File: src/rtl/core/phsr_pkg.sv
// Shared widths, types, sine table builder and fixed-point helpers for the phaser.
package phsr_pkg;

	// Sizes of the block
	localparam int STAGES      = 6;
	localparam int SAMPLE_W    = 16;
	localparam int STATE_W     = 24;
	localparam int PHASE_W     = 24;
	localparam int TAB_N       = 1024;
	localparam int TAB_AW      = $clog2(TAB_N);
	localparam int TAB_EW      = 16;

	// Configuration port
	localparam int CFG_IDX_W   = 3;
	localparam int CFG_DATA_W  = 23;

	// Coefficient and product widths
	localparam int COEF_W      = 17;
	localparam int PROD_W      = COEF_W + 1 + STATE_W;
	localparam int ACC_W       = 32;

	// Register indexes on the configuration port
	typedef enum logic [CFG_IDX_W-1:0] {
		REG_DELAY_MIN     = 3'd0,
		REG_DELAY_MAX     = 3'd1,
		REG_LFO_INCREMENT = 3'd2,
		REG_FEEDBACK_GAIN = 3'd3,
		REG_MIX_DEPTH     = 3'd4
	} phsr_reg_t;

	// Sample handed from one allpass cell to the next
	typedef struct packed {
		logic                      vld;
		logic signed [STATE_W-1:0] smp;
	} phsr_tok_t;

	// Sine table
	localparam logic [63:0] Q30_ONE     = 64'd1073741824;
	localparam logic [63:0] HALF_PI_Q30 = 64'd1686629713;
	localparam logic [63:0] SINE_SCALE  = 64'd32767;
	localparam logic [63:0] TAB_N64     = 64'(TAB_N);
	localparam logic [63:0] SIN_DIVS [6] = '{64'd156, 64'd110, 64'd72, 64'd42, 64'd20, 64'd6};

	typedef logic signed [TAB_EW-1:0] sine_rom_t [TAB_N];

	// One table entry: quarter-wave fold, Q30 Taylor series, round at scale 32767
	function automatic logic signed [TAB_EW-1:0] sine_entry(input int unsigned k);
		logic [63:0] m;
		logic [63:0] r;
		logic [63:0] x;
		logic [63:0] x2;
		logic [63:0] t;
		logic [63:0] s;
		logic [63:0] e;
		logic        neg;
		m   = 64'(k) << 2;
		neg = 1'b0;
		if (m <= TAB_N64) begin
			r = m;
		end else if (m <= 2 * TAB_N64) begin
			r = 2 * TAB_N64 - m;
		end else if (m <= 3 * TAB_N64) begin
			r   = m - 2 * TAB_N64;
			neg = 1'b1;
		end else begin
			r   = 4 * TAB_N64 - m;
			neg = 1'b1;
		end
		x  = (HALF_PI_Q30 * r) / TAB_N64;
		x2 = (x * x) >> 30;
		t  = Q30_ONE;
		for (int i = 0; i < 6; i++) begin
			t = Q30_ONE - ((x2 * t) >> 30) / SIN_DIVS[i];
		end
		s = (x * t) >> 30;
		e = (s * SINE_SCALE + (64'd1 << 29)) >> 30;
		return neg ? -TAB_EW'(e) : TAB_EW'(e);
	endfunction

	function automatic sine_rom_t build_sine_rom();
		sine_rom_t rom;
		for (int k = 0; k < TAB_N; k++) begin
			rom[k] = sine_entry(k);
		end
		return rom;
	endfunction

	// Round a coefficient product by 2^16, half toward plus infinity
	function automatic logic signed [ACC_W-1:0] rnd16(input logic signed [PROD_W-1:0] p);
		logic signed [PROD_W-1:0] w;
		w = p + PROD_W'(signed'(33'sd32768));
		return ACC_W'(w >>> 16);
	endfunction

	// Clamp to the state width
	function automatic logic signed [STATE_W-1:0] sat_state(input logic signed [ACC_W-1:0] v);
		logic signed [ACC_W-1:0] hi;
		logic signed [ACC_W-1:0] lo;
		hi = ACC_W'(signed'((33'sd1 <<< (STATE_W - 1)) - 33'sd1));
		lo = -hi - ACC_W'(signed'(33'sd1));
		if (v > hi) return STATE_W'(hi);
		if (v < lo) return STATE_W'(lo);
		return STATE_W'(v);
	endfunction

	// Clamp to the sample width
	function automatic logic signed [SAMPLE_W-1:0] sat_sample(input logic signed [ACC_W-1:0] v);
		logic signed [ACC_W-1:0] hi;
		logic signed [ACC_W-1:0] lo;
		hi = ACC_W'(signed'((33'sd1 <<< (SAMPLE_W - 1)) - 33'sd1));
		lo = -hi - ACC_W'(signed'(33'sd1));
		if (v > hi) return SAMPLE_W'(hi);
		if (v < lo) return SAMPLE_W'(lo);
		return SAMPLE_W'(v);
	endfunction

endpackage

File: src/rtl/core/phsr_cell.sv
// One first-order allpass cell: holds its delay element and passes its output on.
module phsr_cell (
	input  logic                        clk,
	input  logic                        arst_n,
	input  logic [phsr_pkg::COEF_W-1:0] a1,
	input  phsr_pkg::phsr_tok_t         tok_in,
	output phsr_pkg::phsr_tok_t         tok_out
);
	import phsr_pkg::*;

	logic                       v_s1;
	logic                       v_s2;
	logic                       v_s3;
	logic signed [STATE_W-1:0]  mem_q;
	logic signed [STATE_W-1:0]  x_s1;
	logic signed [PROD_W-1:0]   p1_s1;
	logic signed [STATE_W-1:0]  y_s2;
	logic signed [PROD_W-1:0]   p2_s3;
	logic signed [COEF_W:0]     a1s;

	assign a1s = signed'({1'b0, a1});

	// Step flags and the delay element
	always_ff @(posedge clk or negedge arst_n) begin
		if (!arst_n) begin
			v_s1  <= 1'b0;
			v_s2  <= 1'b0;
			v_s3  <= 1'b0;
			mem_q <= '0;
		end else begin
			v_s1 <= tok_in.vld;
			v_s2 <= v_s1;
			v_s3 <= v_s2;
			// update the delay element from the feedforward product
			if (v_s3) begin
				mem_q <= sat_state(rnd16(p2_s3) + ACC_W'(x_s1));
			end
		end
	end

	// Product of the input, cell output, product of the output
	always_ff @(posedge clk) begin
		if (tok_in.vld) begin
			x_s1  <= tok_in.smp;
			p1_s1 <= a1s * tok_in.smp;
		end
		if (v_s1) begin
			y_s2 <= sat_state(ACC_W'(mem_q) - rnd16(p1_s1));
		end
		if (v_s2) begin
			p2_s3 <= a1s * y_s2;
		end
	end

	assign tok_out.vld = v_s2;
	assign tok_out.smp = y_s2;

endmodule

File: config.mk
export PLATFORM = sky130hd
export DESIGN_NAME = phsr_cell
export DESIGN_NICKNAME = d
export VERILOG_FILES = /design/src/rtl/core/phsr_pkg.sv /design/src/rtl/core/phsr_cell.sv
export SDC_FILE = /design/constraint.sdc
export NUM_CORES = 2
export LEC_CHECK = 0
export BUFFER_PORTS_ARGS = -buffer_cell sky130_fd_sc_hd__buf_2
export CAP_MARGIN = 30
export CORE_ASPECT_RATIO = 1.5
export CORE_MARGIN = 1.5
export CORE_UTILIZATION = 58
export DETAILED_ROUTE_END_ITERATION = 10
export HOLD_SLACK_MARGIN = 0.06
export PLACE_DENSITY = 0.85
export SETUP_SLACK_MARGIN = 0.15
export SKIP_LAST_GASP = 1
export SLEW_MARGIN = 15
export SYNTH_ARGS = -nofsm -noshare
export SYNTH_HDL_FRONTEND = slang
export SYNTH_SLANG_ARGS = --single-unit
export TNS_END_PERCENT = 30
File: constraint.sdc
create_clock -name clk -period 14.73 [get_ports clk]
set_clock_uncertainty 0.05 [all_clocks]
set_input_delay 2.2095 -clock clk [delete_from_list [all_inputs] [get_ports clk]]
set_output_delay 2.2095 -clock clk [all_outputs]
set_load 0.01 [all_outputs]
# ---- After elaboration in Yosys (flattened, before gate mapping)
# Index checks and enable logic that the tools add are counted.
dict set report word_totals {
  register_bits 159
  in_bits 44
  output_inout_bits 25
  wordCells 36
}
dict set report op_classes {
  n_addsub 4
  mul 2
  n_lt_le_gt_ge 4
  mux 18
}
# cell count
set op_table {}
lappend op_table {{two-way mux 24 bit} 8}
lappend op_table {{adder 42 x 17 -> 42 bit, second input constant} 2}
lappend op_table {{multiplier 18 x 24 -> 42 bit} 2}
lappend op_table {{> comparator 27 x 24 -> 1 bit, second input constant} 2}
lappend op_table {{< comparator 27 x 24 -> 1 bit, second input constant} 2}
lappend op_table {{adder 26 x 24 -> 27 bit} 1}
lappend op_table {{subtractor 24 x 26 -> 27 bit} 1}
lappend op_table {{two-way mux 1 bit} 10}

# ---- Depth between registers and ports, before layout
dict set report logic_depth {
  word_depth 9
  depth_mapped 25
  mapped_depth_nobuf 23
}

# ---- Least setup slack after synthesis
# No wires, ideal clock.
dict set report synth_path {
  path_kind {input port to flip-flop}
  start {input port a1[3] in the netlist's numbering}
  end {register p2_s3[36] (data pin)}
  setup_time_ns 0.263
  arrival_ns 8.156
  required_time_ns 14.417
  path_slack_ns 6.261
  cell_stages 22
  n_path_buf 2
  path_cell_list {clkbuf_1 -> clkbuf_1 -> nand2_1 -> fa_1 -> fa_1 -> fa_1 -> inv_1 -> fa_1 -> fa_1 -> inv_1 -> fa_1 -> inv_1 -> ha_1 -> a21o_1 -> a21o_1 -> a21oi_1 -> nand4_1 -> or3_1 -> a22o_1 -> o21a_1 -> o211a_1 -> a2111o_1}
}
dict set report synth_between {
  elab_chain_len 1
}
# element line
set synth_rtl {}
lappend synth_rtl {{start: declaration} phsr_cell.sv:5} ;# input logic [phsr_pkg::COEF_W-1:0] a1,
lappend synth_rtl {{multiplier 18 x 24 -> 42 bit} phsr_cell.sv:51} ;# p2_s3 <= a1s * y_s2;
lappend synth_rtl {{end signal: assignment} phsr_cell.sv:51}
lappend synth_rtl {{end: declaration} phsr_cell.sv:18} ;# logic signed [PROD_W-1:0] p2_s3;
# Every way passes these cells.
# A chain may end at the register's enable or synchronous reset.

# ---- Worst setup path in the final report
dict set report layout_path {
  start {input port a1[9] in the netlist's numbering}
  end {register p2_s3[36] (data pin)}
}
# The elaborated chain is that of the path after synthesis.

==> results.json <==
{
  "yosysSeqAreaShare_pct": 10.2,
  "relSlewSlack_pct": 32.5,
  "initialDrtViolationCount": 1874,
  "holdPathEnd": "mem_q[9]",
  "synth_edf_count": 102,
  "syn2layout_area_growth_pct": 4.09,
  "ioPinCount": 69,
  "post_cts_buffers": 0,
  "clkSinkCount": 129,
  "grt_pass1_wl_um": 149000,
  "worst_setup_path_end_kind": "flip-flop",
  "outcome": "finished clean",
  "hold_depth": 2,
  "wl_um": 90900,
  "start_util_pct": 58.8,
  "cts_hold_buf": 0,
  "grt_usage_pct": 29.6,
  "clockBufferDepth": 2,
  "synth_area_mm2": 0.0366,
  "cap_violations": 0,
  "holdCritStartpoint": "mem_q[9]",
  "worst-setup-path-type": "input port to flip-flop",
  "cts_root_buf": "clkbuf_16",
  "synthCells": 3937,
  "cp_data_arrival_time_ns": 9.03,
  "rows": 112,
  "hold_viol_final": 0,
  "rr_endpoint": "p2_s3[36]",
  "h-tree-depth": 4,
  "gr-total-overflow": 0,
  "maxSlewViolCount": 0,
  "layout_commonest_cell": "inv_1",
  "worstSetupStartpointType": "input port",
  "die_h_um": 311,
  "path_clk_slew_ns": 0.06,
  "gp_congestion": 0.938,
  "timing.setup.tns_ns": 0,
  "io_buffer_count": 68,
  "ctsResizeCount": 0,
  "yosys_register_bits": 129,
  "async_flop_share_pct": 20.9,
  "grt_pass1_vias": 29903,
  "timing.fmax_ghz": 0.112,
  "r2r_slack_ns": 7.37,
  "cts_made_buffers": 17,
  "synth_cell_types": 76,
  "reg2reg_from": "y_s2[8]",
  "synth_ff_type": "edfxtp_1",
  "final_cell_mix": "inv_1, fa_1, nand2_1",
  "finalNetCount": 4988,
  "fillerInstances": 5027,
  "drt_pass1_iterations": 7,
  "clock_latency_ns": 0.43,
  "antenna_left": 0,
  "hpwlAfterDp_um": 69600,
  "grt_max_degree": 53,
  "post_drt_via_cell_ratio": 5.73,
  "vias": 26953,
  "dieWidth_um": 208,
  "route.detailed.wl_per_inst_um": 19.3,
  "setup_viol": 0,
  "rsz0062_at_grt": "false",
  "cts_tree": "done",
  "drive_gt1_share_pct": 4.00,
  "timing.final.crit_share_pct": 60.5,
  "worstPathRequired_ns": 14.86,
  "ys_warn_count": 0,
  "worstHoldPathType": "flip-flop to flip-flop",
  "worst_r2r_path_depth": 20,
  "syn_avg_cell_area_um2": 9.29,
  "final_util_pct": 61.2,
  "antenna_found_initial": 3,
  "period_needed_ns": 8.91,
  "synth_fp_nets": 5033,
  "drc_errors": 0,
  "core_area_mm2": 0.0622,
  "crit_fanout": 48,
  "dieArea_mm2": 0.0646,
  "worstMarginPinSlew_ns": 1.01
}
-- worst max-delay path by stage --
stage	from	to	slack, ns	depth (start not counted)
finish	a1[9]	p2_s3[36]	5.82	22
global route	a1[9]	p2_s3[36]	5.60	24
CTS	a1[9]	p2_s3[36]	5.90	22
detailed placement	a1[9]	p2_s3[36]	5.45	22
global placement	a1[10]	p2_s3[36]	5.62	22
floorplan	a1[3]	p2_s3[36]	6.26	22
-- layout make-up --
type	instances	area (µm²)	area share (%)
clock inverter	12	143	0.375
sequential	129	3740	9.82
multi-input combinational	2696	28600	75.2
antenna	1	2.50	0.00657
tap	798	998	2.62
timing repair buffer	92	536	1.41
inverter	956	3590	9.43
clock buffer	19	433	1.14
-- metal layers --
layer  GRT usage [%]  vias up  part of all wire, %
met5               0        -               0.0088
met2            53.1     1116                   52
met3            3.62      374                  6.1
met1            33.0    13709                   35
li1                -    11752                    -
met4            19.1        2                  7.0
-- flip-flops by register name (all words and copies together) (netlist names) --
name and count:
p2_s3 27, v_s3 1, p1_s1 27, v_s1 1
y_s2 24, mem_q 24, x_s1 24, v_s2 1
-- critical path: stages --
cell	delay, ns
buf_2	0.07
buf_4	0.61
nand2_1	0.18
fa_1	0.59
inv_1	0.06
fa_1	0.49
fa_1	0.61
fa_1	0.46
fa_1	0.50
inv_1	0.05
fa_1	0.48
inv_1	0.04
ha_1	0.29
a21o_1	0.17
a21o_1	0.17
a21oi_1	0.39
nand4_1	0.14
or3_1	0.39
a22o_1	0.30
o21a_1	0.22
o211a_1	0.21
a2111o_1	0.37
-- Yosys cell counts (48+ instances only) --
cell type | count | share of area, %
fa_1 | 800 | 44
inv_1 | 956 | 9.8
clkbuf_1 | 144 | 1.5
xnor2_1 | 98 | 2.3
a21oi_1 | 111 | 1.5
and2_1 | 402 | 6.9
a21o_1 | 48 | 0.99
xor2_1 | 55 | 1.3
ha_1 | 252 | 8.6
nand3_1 | 49 | 0.67
nand2_1 | 490 | 5.0
edfxtp_1 | 102 | 8.4
nor2_1 | 61 | 0.63
-- metrics by stage --
step / cells / instance area (µm²) / hold slack (ns) / setup WS, ns
final: 4703 / 38100 / 0.488 / 5.82
after CTS: 4701 / 38000 / 0.488 / 5.90
after global routing: 4703 / 38100 / 0.509 / 5.60
after floorplan: 3937 / 36600 / 0.461 / 6.26
after global placement: 4669 / 37500 / 0.471 / 5.62
after detailed placement: 4670 / 37500 / 0.479 / 5.45
-- kinds of logic (layout without fill, tap and decap cells) --
group | count (synthesis) | count (layout) | synth area share (%)
mux | 2 | 2 | 0.0547
other cells | 0 | 1 | 0
buf+inv | 1112 | 1079 | 11.5
flops | 129 | 129 | 10.2
xor+xnor | 155 | 155 | 3.78
fa+ha+maj | 1052 | 1052 | 52.4
simple gates | 1117 | 1117 | 15.2
compound gates | 370 | 370 | 6.82
Power is not shown: default switching activity piles up to over one toggle a cycle in this logic, so the estimate is an artifact.
